<file path="config.mk">
export PLATFORM = sky130hd
export DESIGN_NAME = min_order_buffer_number_queue
export DESIGN_NICKNAME = d
export VERILOG_FILES = /design/src/mobnq_pkg.sv /design/src/min_order_buffer_number_queue.sv
export SDC_FILE = /design/constraint.sdc
export NUM_CORES = 1
export LEC_CHECK = 0
export ABC_AREA = 0
export BUFFER_PORTS_ARGS = -buffer_cell sky130_fd_sc_hd__buf_4
export CORE_MARGIN = 2
export CORE_UTILIZATION = 34
export CTS_BUF_LIST = sky130_fd_sc_hd__clkbuf_4 sky130_fd_sc_hd__clkbuf_8
export DETAILED_ROUTE_END_ITERATION = 12
export PLACE_DENSITY = 0.59
export SYNTH_ARGS = -nofsm -noshare
export SYNTH_HDL_FRONTEND = slang
export SYNTH_SLANG_ARGS = --single-unit
</file>
<file path="constraint.sdc">
create_clock -name clk_i -period 9.4 [get_ports clk_i]
set_input_delay 0 -clock clk_i [delete_from_list [all_inputs] [get_ports clk_i]]
set_output_delay 0 -clock clk_i [all_outputs]
set_load 0.01 [all_outputs]
</file>
<file path="src/mobnq_pkg.sv">
// ----------------------------------------------------------------------------
// mobnq_pkg
// Widths, default depth and command codes of the min order buffer number queue.
// ----------------------------------------------------------------------------
`default_nettype none

package mobnq_pkg;

  localparam int unsigned DefaultDepth = 16;
  localparam int unsigned ValueWidth   = 30;
  localparam int unsigned CountOutWidth = 5;

  localparam logic CmdPush = 1'b0;
  localparam logic CmdPop  = 1'b1;

endpackage

`default_nettype wire

</file>
<file path="src/min_order_buffer_number_queue.sv">
// ----------------------------------------------------------------------------
// min_order_buffer_number_queue
// Bounded table of buffer sequence numbers with push and pop-smallest.
// ----------------------------------------------------------------------------
// Each input beat carries a push or a pop and gives exactly one result beat.
// Entries live in a single-port-read, single-port-write memory, and one
// comparator walks it one entry per cycle. A push on a table that is not full
// writes the value behind the last entry without a scan; a push on a full
// table scans all Depth entries; a pop on a table of n entries scans n entries
// and then closes the gap behind the removed one. The one read port of the
// entry memory sets the pace of these walks. The input stalls while an item
// is at work; a finished result waits in the output register and does not
// hold up the next input beat.
// ----------------------------------------------------------------------------
`default_nettype none

module min_order_buffer_number_queue #(
  parameter int unsigned Depth = mobnq_pkg::DefaultDepth
) (
  input  wire logic                               clk_i,
  input  wire logic                               rst_ni,
  input  wire logic                               in_valid_i,
  output logic                                    in_stall_o,
  input  wire logic                               command_i,
  input  wire logic [mobnq_pkg::ValueWidth-1:0]   value_i,
  output logic                                    out_valid_o,
  input  wire logic                               out_stall_i,
  output logic                                    popped_valid_o,
  output logic [mobnq_pkg::ValueWidth-1:0]        popped_value_o,
  output logic [mobnq_pkg::CountOutWidth-1:0]     entry_count_o
);
  import mobnq_pkg::*;

  localparam int unsigned AW = (Depth > 1) ? $clog2(Depth) : 1;
  localparam int unsigned CW = $clog2(Depth + 1);

  typedef enum logic [1:0] {
    StIdle,
    StScan,
    StShift,
    StDone
  } state_e;

  typedef logic [ValueWidth-1:0] value_t;

  value_t          mem_q [Depth];
  value_t          rdata_q;
  logic [AW-1:0]   raddr;
  logic            we;
  logic [AW-1:0]   waddr;
  value_t          wdata;

  state_e          state_q, state_d;
  logic            cmd_q, cmd_d;
  value_t          val_q, val_d;
  logic [CW-1:0]   count_q, count_d;
  logic [CW-1:0]   n_q, n_d;
  logic [CW-1:0]   idx_q, idx_d;
  logic            chk_vld_q, chk_vld_d;
  logic [AW-1:0]   chk_idx_q, chk_idx_d;
  value_t          best_val_q, best_val_d;
  logic [AW-1:0]   best_pos_q, best_pos_d;
  logic            pend_q, pend_d;
  logic [AW-1:0]   pend_addr_q, pend_addr_d;
  logic            res_valid_q, res_valid_d;
  value_t          res_value_q, res_value_d;
  logic            out_valid_q, out_valid_d;
  logic            pv_q, pv_d;
  value_t          pval_q, pval_d;
  logic [CountOutWidth-1:0] ecnt_q, ecnt_d;

  logic            in_acc;
  logic            issue;
  logic            last_chk;
  logic            slot_free;

  assign in_stall_o     = (state_q != StIdle);
  assign in_acc         = in_valid_i && (state_q == StIdle);
  assign out_valid_o    = out_valid_q;
  assign popped_valid_o = pv_q;
  assign popped_value_o = pval_q;
  assign entry_count_o  = ecnt_q;
  assign slot_free      = !out_valid_q || !out_stall_i;

  always_comb begin
    state_d     = state_q;
    cmd_d       = cmd_q;
    val_d       = val_q;
    count_d     = count_q;
    n_d         = n_q;
    idx_d       = idx_q;
    chk_vld_d   = 1'b0;
    chk_idx_d   = chk_idx_q;
    best_val_d  = best_val_q;
    best_pos_d  = best_pos_q;
    pend_d      = 1'b0;
    pend_addr_d = pend_addr_q;
    res_valid_d = res_valid_q;
    res_value_d = res_value_q;
    out_valid_d = out_valid_q;
    pv_d        = pv_q;
    pval_d      = pval_q;
    ecnt_d      = ecnt_q;
    raddr       = idx_q[AW-1:0];
    we          = 1'b0;
    waddr       = count_q[AW-1:0];
    wdata       = value_i;
    issue       = 1'b0;
    last_chk    = 1'b0;

    if (out_valid_q && !out_stall_i) begin
      out_valid_d = 1'b0;
    end

    case (state_q)
      StIdle: begin
        if (in_acc) begin
          cmd_d       = command_i;
          val_d       = value_i;
          res_valid_d = 1'b0;
          res_value_d = '0;
          idx_d       = '0;
          if (command_i == CmdPush && count_q < CW'(Depth)) begin
            we      = 1'b1;
            count_d = count_q + CW'(1);
            state_d = StDone;
          end else if (command_i == CmdPop && count_q == '0) begin
            state_d = StDone;
          end else begin
            n_d     = (command_i == CmdPush) ? CW'(Depth) : count_q;
            state_d = StScan;
          end
        end
      end

      StScan: begin
        issue = (idx_q < n_q);
        raddr = idx_q[AW-1:0];
        if (issue) begin
          chk_vld_d = 1'b1;
          chk_idx_d = idx_q[AW-1:0];
          idx_d     = idx_q + CW'(1);
        end
        if (chk_vld_q) begin
          if (chk_idx_q == '0 || rdata_q < best_val_q) begin
            best_val_d = rdata_q;
            best_pos_d = chk_idx_q;
          end
          last_chk = (CW'(chk_idx_q) == n_q - CW'(1));
        end
        if (last_chk) begin
          chk_vld_d = 1'b0;
          if (cmd_q == CmdPush) begin
            we      = 1'b1;
            waddr   = best_pos_d;
            wdata   = val_q;
            state_d = StDone;
          end else begin
            res_valid_d = 1'b1;
            res_value_d = best_val_d;
            idx_d       = CW'(best_pos_d) + CW'(1);
            state_d     = StShift;
          end
        end
      end

      StShift: begin
        issue = (idx_q < count_q);
        raddr = idx_q[AW-1:0];
        if (issue) begin
          pend_d      = 1'b1;
          pend_addr_d = AW'(idx_q - CW'(1));
          idx_d       = idx_q + CW'(1);
        end
        if (pend_q) begin
          we    = 1'b1;
          waddr = pend_addr_q;
          wdata = rdata_q;
        end
        if (!issue && !pend_q) begin
          count_d = count_q - CW'(1);
          state_d = StDone;
        end
      end

      StDone: begin
        if (slot_free) begin
          out_valid_d = 1'b1;
          pv_d        = res_valid_q;
          pval_d      = res_value_q;
          ecnt_d      = CountOutWidth'(count_q);
          state_d     = StIdle;
        end
      end

      default: begin
        state_d = StIdle;
      end
    endcase
  end

  always_ff @(posedge clk_i) begin
    if (we) begin
      mem_q[waddr] <= wdata;
    end
    rdata_q <= mem_q[raddr];
  end

  always_ff @(posedge clk_i or negedge rst_ni) begin
    if (!rst_ni) begin
      state_q     <= StIdle;
      count_q     <= '0;
      chk_vld_q   <= 1'b0;
      pend_q      <= 1'b0;
      out_valid_q <= 1'b0;
    end else begin
      state_q     <= state_d;
      count_q     <= count_d;
      chk_vld_q   <= chk_vld_d;
      pend_q      <= pend_d;
      out_valid_q <= out_valid_d;
    end
  end

  always_ff @(posedge clk_i) begin
    cmd_q       <= cmd_d;
    val_q       <= val_d;
    n_q         <= n_d;
    idx_q       <= idx_d;
    chk_idx_q   <= chk_idx_d;
    best_val_q  <= best_val_d;
    best_pos_q  <= best_pos_d;
    pend_addr_q <= pend_addr_d;
    res_valid_q <= res_valid_d;
    res_value_q <= res_value_d;
    pv_q        <= pv_d;
    pval_q      <= pval_d;
    ecnt_q      <= ecnt_d;
  end

endmodule

`default_nettype wire

</file>
==> results of run 1 <==
[how the worst max path moves through the flow]
stage,to,slack [ns],start,depth (start not counted)
after floorplan,mem_q[4][0],3.21,state_q[1],8
after global placement,mem_q[1][19],5.16,best_val_q[9],11
after detailed placement,mem_q[2][21],5.13,rdata_q[29],10
after CTS,mem_q[2][14],5.10,rdata_q[29],10
after global routing,mem_q[5][0],4.83,best_val_q[17],11
final,mem_q[3][17],5.07,best_val_q[17],11
[placed cells by master, fill, tap and decap left out, types with 34 or more instances in the layout]
master / count
inv_1: 55
clkbuf_8: 113
edfxtp_1: 630
dlygate4sd3_1: 34
ha_1: 46
buf_4: 106
o21ai_0: 125
and2_1: 35
clkbuf_4: 37
mux4_2: 60
a21oi_1: 55
mux2i_1: 132
nand2_1: 126
[worst reg2reg max path, stage by stage, from the launching register on]
cell	delay, ns
edfxtp_1	0.36
inv_1	0.08
ha_1	0.24
and3_1	0.20
a221o_1	0.36
a22oi_1	0.24
a31o_2	0.20
o311a_4	0.61
mux2_4	0.41
a21boi_1	0.89
nor4_2	0.11
buf_4	0.32
[what timing repair did]
action / in CTS / in global routing
gates resized for setup: 0 / 0
hold endpoints to repair: 91 / 0
hold buffers: 34 / 0
[logic make-up after synthesis]
logic type	Yosys count	synth area share
fa+ha+maj	49	0.02274
buf+inv	143	0.02004
xor+xnor	14	0.004493
mux	217	0.1084
compound gates	319	0.07560
simple gates	251	0.04438
flops	670	0.7244
[synth_stat cells, types with 24 or more instances]
cell type	instances
ha_1	48
dfxtp_1	30
a22o_1	31
edfxtp_1	630
a22oi_1	31
a221oi_1	30
mux2_2	24
mux4_2	60
nand2_1	126
and2_1	37
o21ai_0	126
a21oi_1	55
clkbuf_1	71
mux2i_1	132
inv_1	55
[flip-flops by register name, indices dropped and copies added, names as in the netlist, 5 cells and up]
signal	cells
best_val_q	30
count_q	5
entry_count_o	5
idx_q	5
mem_q	480
n_q	5
popped_value_o	30
rdata_q	30
res_value_q	30
val_q	30
[power by group]
group          switching [uW]  internal [uW]
sequential                276           4190
combinational            2260           1070
clock                    1160           1410
[final cells by class]
type / instances / area (um2)
Clock buffer: 150 / 1833
Clock inverter: 51 / 400.4
Fill cell: 7151 / 47460
Inverter: 56 / 210.2
Multi-Input combinational cell: 850 / 7131
Sequential cell: 670 / 19770
Tap cell: 1050 / 1314
Timing Repair Buffer: 140 / 1136
[through the flow]
stage | utilization | instances | hold slack [ns]
3_3_place_gp | 0.3687 | 2732 | -0.1513
5_1_grt | 0.4012 | 2967 | 0.01987
3_5_place_dp | 0.3687 | 2732 | -0.1498
6_report | 0.4012 | 2967 | 0.06247
4_1_cts | 0.4012 | 2967 | 0.02002
2_1_floorplan | - | 1663 | -0.2956
[routing by layer]
layer / part of all wire / track usage
met3: 0.088 / 0.04405
met5: 0.00019 / 0
met2: 0.43 / 0.2336
met1: 0.46 / 0.2451
met4: 0.022 / 0.04245
==> run metrics, run 1 <==
Fin. Hold Viols=0; fin worst setup slack=5.066 ns; Max-cap violations=0; Mapped Cells=approximately 1700; Synthesized Nets=~1700; setup violators final=0; routed vias=between 15000 and 20000; pre-CTS WS=about 5.1 ns; Synth Area per Inst=about 16 um2; Post-CTS Setup Bufs=0; WP data required=around 9.8 ns; r2r endpoint=mem_q[3][17]; area post-placement=29220 um2; sequential share of the synthesized area=0.7244; Synth async-reset ratio=0.01493; post-route setup TNS=0 ns; CTS Buf Count=110; critical path buffer and inverter count=2; minimum clock period=around 4.3 ns; core area=~79000 um2; Synth warnings=0; Overall Power=roughly 10000 uW; worst-margin pin slew=1.188 ns; Critical Path Max Stage Delay=between 0.8 and 0.9 ns; Hold Path Stages=2; final instance area=31790 um2; # diodes=0; die height=between 200 and 300 um; Area Overhead vs Synth=16.50%; drt first pass iters=7; quantity of I/O buffers inserted on ports=72; root buf cell=clkbuf_8; CP max FO=66; die area=approximately 83000 um2; DR vias/cell=between 5 and 6; Max Slew Vio Count=0; maximum VDD drop=approximately 170 uV; # rows=about 100; hold crit path type=primary input to register; Hold EP=val_q[7]; Initial DRC Count=approximately 1600; GPL Wtd Cong=~0.83; # IOs=73; initial antenna violation count=4; Max clock buf depth=3; total grt overflow=0; WS Path Type=register to register; starting density of the core=0.3443; Leak=around 0.011 uW; power per cell area=roughly 330 nW/um2; crit end category=register; clock latency on the worst-skew pair=about 0.73 ns; detailed placer's ending HPWL=roughly 44000 um; Tcrit/Tclk final=0.4610; Worst Reg-to-Reg Cells=11; Fmax=roughly 0.23 GHz; RSZ-0062 raised after global routing=no; cell family contributing the most delay on the critical path=compound AO/OA/AOI/OAI gates; Netlist Area Pre-Place=27290 um2; flop-to-flop setup slack=just over 5 ns; Worst-path clk slew=approximately 0.070 ns; Synth Register Bits=670; FF-to-FF Start=best_val_q[17]; Slew HR=0.2060; clock sink count=670; slowest stage cell, crit path=a21boi_1; DIE WIDTH=287.3 um; # nets final=approximately 1900; Post-synth EDFFs=630; post-synth top area cell=edfxtp_1; crit start category=register; H-tree levels=3; DRT Wirelength=roughly 68000 um; Avg WL per Cell=22.80 um; post-synth top area share=0.6932; Post-Route Skew=~0.046 ns; crit path DAT=~4.7 ns; Post-route DRC=0; number of distinct library cells after synthesis=64; Overall Global Routing Usage=0.1636; CTS tree=done; Hold Crit Start=value_i[7]; first-pass GRT wire length=between 90000 and 100000 um; top post-synthesis cells by area=edfxtp_1 69%, mux4_2 5.0%, mux2i_1 4.8%, o21ai_0 2.3%, dfxtp_1 2.2%; layout cells sized above 1=0.2071; Routed Antenna Nets=0; vias in the first global route=~15000; outcome=completed; most used flip-flop cell after synthesis=edfxtp_1; worst path cell trace=inv_1 > ha_1 > and3_1 > a221o_1 > a22oi_1 > a31o_2 > o311a_4 > mux2_4 > a21boi_1 > nor4_2 > buf_4; largest net degree at the start of global routing=between 70 and 80
Note: power is estimated with default switching activity, not from simulation.
==> inputs of run 2 (changes only) <==
==> constraint.sdc (replaced) <==
create_clock -name clk_i -period 4.4 [get_ports clk_i]
set_input_delay 0 -clock clk_i [delete_from_list [all_inputs] [get_ports clk_i]]
set_output_delay 0 -clock clk_i [all_outputs]
set_load 0.01 [all_outputs]
==> run 2 against run 1 <==
  * Global-route usage about the same
  * Clock skew is 0.017 ns lower
  * Register-to-register slack worse by 4.6 ns
  * Worst hold slack got worse by 0.013 ns
  * First-iteration DRC count fell by 15%
  * Clock power increased by 100%
  * Combinational power increased by 120%
  * Clock-buffer cell count grew 3
  * Maximum frequency is 9.2% higher
  * Cell area increased by 1.0%
  * Non-clock buffer count rose by 31
  * Setup slack worse by 4.6 ns
  * Critical path type unchanged
  * Largest cell class unchanged
==> run metrics, run 2 (same netlist as run 1, synthesis figures left out) <==
outcome=completed; quantity of I/O buffers inserted on ports=72 (unchanged); detailed placer's ending HPWL=43050 um (-2.1%); max reg flops=480 (unchanged); CP max FO=19 (-71%); DR vias/cell=5.180 (+0.60%); critical path buffer and inverter count=3 (+1); most frequent cells in the layout=630 x edfxtp_1, 132 x mux2i_1, 126 x nand2_1; Critical Path Max Stage Delay=0.70 ns (-0.19 ns); largest net degree at the start of global routing=117 (+58%); minimum clock period=3.968 ns (-0.3655 ns); clock latency on the worst-skew pair=0.72 ns (about the same); DIE WIDTH=287.3 um (unchanged); crit end category=register; routed vias=15482 (+1.3%); post-route setup TNS=0 ns (unchanged); Initial DRC Count=1342 (-15%); vias in the first global route=15657 (+4.1%); DRT Wirelength=67000 um (-0.96%); Area Overhead vs Synth=17.67%; placed cell count=2752 (+0.73%); die area=82550 um2 (unchanged); Avg WL per Cell=22.42 um (-1.7%); # nets final=1937 (+1.3%); Slew HR=0.1764 (-0.02958); worst path cell trace=inv_1 > ha_1 > nand4_1 > nor4_2 > and3_1 > inv_1 > o311a_4 > and3_1 > or3_1 > nor4_4 > buf_4; r2r endpoint=mem_q[6][23]; cell family contributing the most delay on the critical path=simple AND/OR/NAND/NOR gates; Fmax=0.2520 GHz (+9.2%); # IOs=73 (unchanged); maximum VDD drop=452.2 uV (+160%); H-tree levels=3 (unchanged); Tcrit/Tclk final=0.9018 (+0.4408); Routed Antenna Nets=0 (unchanged); Max-cap violations=0 (unchanged); Hold Crit Start=value_i[20]; Top reg by flops=mem_q; Overall Global Routing Usage=0.1631 (-0.0004963); starting density of the core=0.3443 (unchanged); Post-route DRC=0 (unchanged); CTS tree=done; root buf cell=clkbuf_8; # rows=103 (unchanged); setup violators final=0 (unchanged); Hold EP=val_q[20]; GPL Wtd Cong=0.8343 (+0.40%); first-pass GRT wire length=100300 um (+0.87%); FF-to-FF Start=best_val_q[25]; total grt overflow=0 (unchanged); flop-to-flop setup slack=0.43 ns (-4.63 ns); Hold Path Stages=2 (unchanged); Max clock buf depth=3 (unchanged); Worst Reg-to-Reg Cells=11 (unchanged); Leak=0.01087 uW (+1.2%); core area=79260 um2 (unchanged); Max Slew Vio Count=0 (unchanged); crit start category=register; slowest stage cell, crit path=or3_1; initial antenna violation count=3 (-1); Post-Layout Cell Count=2989 (+0.74%); Post-CTS Setup Bufs=0 (unchanged); crit path DAT=4.35 ns (-0.39 ns); power per cell area=682.9 nW/um2 (+110%); CTS Buf Count=104 (-5.5%); worst-margin pin slew=1.228 ns (+0.03949 ns); layout cells sized above 1=0.2188 (+0.01169); die height=287.3 um (unchanged); clock sink count=670 (unchanged); drt first pass iters=7 (unchanged); commonest non-fill, non-tap cell in the layout=edfxtp_1; Post-Route Skew=0.02856 ns (-0.01739 ns); RSZ-0062 raised after global routing=no; Fin. Hold Viols=0 (unchanged); WP data required=4.78 ns (-5.03 ns); hold crit path type=primary input to register; Worst-path clk slew=0.07 ns (about the same); WS Path Type=register to register
-- run 2: changes by cell type in the layout (fill, tap and decap cells not counted), sizes merged --
cell / change
clkbuf: +3
dlygate4sd3: +11
clkinv: -13
inv: +4
buf: +20
bufinv: -4
diode: +1
-- run 2: final cells by class --
type / instances / area (um2)
diodes: 1 / 2.502
clock inverters: 38 / 232.7
clock buffers: 153 / 1812
repair buffers: 171 / 1459
flip-flops and latches: 670 / 19770
well taps: 1050 / 1314
inverters: 56 / 210.2
fillers: 7149 / 47140
multi-input cells: 850 / 7315
-- run 2: metrics by stage --
stage	utilization	setup WS, ns	hold WS, ns	instance area (um2)	power, uW
global placement	0.3737	0.4906	-0.1423	29620	16750
global route	0.4052	0.2720	0.03565	32110	23070
detailed placement	0.3737	0.4739	-0.1430	29620	16900
finish	0.4052	0.4319	0.04950	32110	21930
floorplan	-	-0.2503	-0.2956	27490	14070
CTS	0.4052	0.4327	0.001565	32110	22070
-- run 2: worst max-delay path by stage --
stage | slack (ns) | endpoint | depth (start not counted) | start
after floorplan | -0.25 | mem_q[12][0] | 11 | best_val_q[9]
after global placement | 0.49 | mem_q[4][22] | 11 | best_val_q[25]
after detailed placement | 0.47 | mem_q[4][26] | 11 | best_val_q[25]
after CTS | 0.43 | mem_q[4][29] | 11 | best_val_q[25]
after global routing | 0.27 | mem_q[4][24] | 11 | best_val_q[25]
final | 0.43 | mem_q[6][23] | 11 | best_val_q[25]
-- run 2: what timing repair did --
action                                 CTS  global route
hold buffers                            45             0
resized for setup                        0             0
endpoints found under the hold margin   91             0
-- run 2: power breakdown --
group / internal, uW / switching, uW / total, uW
clock network: 2710 / 2390 / 5110
registers: 8950 / 544 / 9500
logic: 2420 / 4910 / 7330
total: 14100 / 7850 / 21900
-- run 2: per-layer routing --
layer / track usage / vias to the layer above / share of wire
met5: 0 / - / 0
li1: - / 6940 / -
met1: 0.2296 / 7891 / 0.46
met3: 0.03151 / 109 / 0.066
met2: 0.2520 / 542 / 0.45
met4: 0.05781 / 0 / 0.025
==> inputs of run 3 (changes only) <==
--- a/config.mk
+++ b/config.mk
@@ -9,7 +9,7 @@
 export BUFFER_PORTS_ARGS = -buffer_cell sky130_fd_sc_hd__buf_4
 export CORE_MARGIN = 2
 export CORE_UTILIZATION = 34
-export CTS_BUF_LIST = sky130_fd_sc_hd__clkbuf_4 sky130_fd_sc_hd__clkbuf_8
+export CTS_BUF_LIST = sky130_fd_sc_hd__clkbuf_8
 export DETAILED_ROUTE_END_ITERATION = 12
 export PLACE_DENSITY = 0.59
 export SYNTH_ARGS = -nofsm -noshare
==> run 3 against run 2 <==
  * Sequential cell count is the same
  * Critical endpoint is now mem_q[4][29]
  * Cell area shrank 0.62%
  * Setup slack lost 0.012 ns
  * Worst hold slack got worse by 0.0032 ns
  * Via count shrank 0.26%
  * Utilization fell by 0.25 points
  * Sequential power about the same
  * Combinational power about the same
  * Maximum frequency down 0.30%
  * Global-route usage about the same
==> run metrics, run 3 (same netlist as run 1, synthesis figures left out) <==
power per cell area=674.2 nW/um2 (-1.3%); routed vias=15442 (-0.26%); vias in the first global route=15650 (-0.045%); # resized after CTS=0 (unchanged); first-pass GRT wire length=99960 um (-0.31%); commonest non-fill, non-tap cell in the layout=edfxtp_1; detailed placer's ending HPWL=43050 um (unchanged); worst-margin pin slew=1.259 ns (+0.03137 ns); placed cell count=2752 (unchanged); Overall Global Routing Usage=0.1627 (-0.0004047); hold crit path type=primary input to register; Worst-path clk slew=0.06 ns (about the same); Post-Route Skew=0.02789 ns (-0.0006760 ns); # IOs=73 (unchanged); drt first pass iters=6 (-1); die height=287.3 um (unchanged); most frequent cells in the layout=630 x edfxtp_1, 132 x mux2i_1, 126 x nand2_1; minimum clock period=3.980 ns (+0.01190 ns); root buf cell=clkbuf_8; Initial DRC Count=1187 (-12%); Tcrit/Tclk final=0.9045 (+0.002705); RSZ-0062 raised after global routing=no; CTS tree=done; quantity of I/O buffers inserted on ports=72 (unchanged); Top reg by flops=mem_q; Routed Antenna Nets=0 (unchanged); fillers=7178 (+0.41%); fin util=0.4027 (-0.002510); met3 wire length=4485 um (+1.3%); DIE WIDTH=287.3 um (unchanged); Slew HR=0.1554 (-0.02104); DRT Wirelength=66790 um (-0.32%); clock latency on the worst-skew pair=0.72 ns (about the same); outcome=completed; layout cells sized above 1=0.1947 (-0.02405); CTS Buf Count=104 (unchanged); Post-Layout Cell Count=2986 (-0.10%); GPL Wtd Cong=0.8343 (unchanged); Max-cap violations=0 (unchanged); WS Path Type=register to register; top routing layer used=met4; max reg flops=480 (unchanged); # rows=103 (unchanged); Avg WL per Cell=22.37 um (-0.22%); Max Slew Vio Count=0 (unchanged); CP max FO=19 (unchanged); area post-placement=29620 um2 (unchanged); WP data required=4.78 ns (about the same); # nets final=1935 (-0.10%); CTS Hold Bufs=43 (-4.4%); starting density of the core=0.3443 (unchanged); die area=82550 um2 (unchanged); total grt overflow=0 (unchanged); crit start category=register; Leak=0.01089 uW (+0.24%); H-tree levels=3 (unchanged); initial antenna violation count=3 (unchanged); Fmax=0.2513 GHz (-0.30%); crit end category=register; routed wl met2=30160 um (-0.73%); clock sink count=670 (unchanged); Overall Power=21520 uW (-1.9%); DR vias/cell=5.171 (-0.16%); crit path DAT=4.36 ns (about the same); # diodes=0 (-1); Met1 Wirelength=30310 um (-0.60%); largest net degree at the start of global routing=117 (unchanged); Max clock buf depth=3 (unchanged); Fin. Hold Viols=0 (unchanged); core area=79260 um2 (unchanged); Post-route DRC=0 (unchanged); Post-CTS Setup Bufs=0 (unchanged); Area Overhead vs Synth=16.94%; final instance area=31920 um2 (-0.62%); setup violators final=0 (unchanged); maximum VDD drop=452.0 uV (about the same)
## run 3: critical path, cell delays in order (launching register included)
cell and delay [ns]:
dfxtp_1 0.51, ha_1 0.31, nand4_2 0.12, nor2_1 0.05
or4_4 0.50, a41oi_2 0.26, o211a_1 0.22, a211oi_1 0.07
or4_1 0.91, nor4_4 0.31, buf_4 0.35
## run 3: final timing paths
path,from,endpoint,slack (ns),cells past startpoint
worst min register to register,res_value_q[22],popped_value_o[22],0.42,0
worst min-delay path,value_i[20],val_q[20],0.05,2
min in group asynchronous,rst_ni,chk_vld_q,0.38,3
max in group asynchronous,rst_ni,pend_q,3.60,3
worst max-delay path,rdata_q[10],mem_q[4][29],0.42,10
worst max register to register,rdata_q[10],mem_q[4][29],0.42,10
## run 3: layer usage
layer / up-vias / global-route usage
li1: 6929 / -
met1: 7823 / 0.2286
met2: 569 / 0.2507
met3: 121 / 0.03198
met4: 0 / 0.05938
met5: - / 0
## run 3: layout make-up
class	count	area, um2	area share
inverter	56	210.2	0.006586
clock buffer	106	1459	0.04571
sequential	670	19770	0.6195
multi-input combinational	850	7315	0.2292
clock inverter	85	409.1	0.01282
tap	1050	1314	0.04116
timing repair buffer	169	1439	0.04508
## run 3: power breakdown
group,leakage [uW],internal (uW),switching [uW]
Combinational,0.00361,2410,4910
Clock,0.00113,2310,2390
Sequential,0.00615,8950,544
## run 3: stage by stage
stage | hold WS (ns) | TNS, ns | worst slack, ns
final | 0.04625 | 0 | 0.4200
after floorplan | -0.2956 | -74.47 | -0.2503
after CTS | 0.000007216 | 0 | 0.4315
after global routing | 0.03024 | 0 | 0.2830
after global placement | -0.1423 | 0 | 0.4906
after detailed placement | -0.1430 | 0 | 0.4739
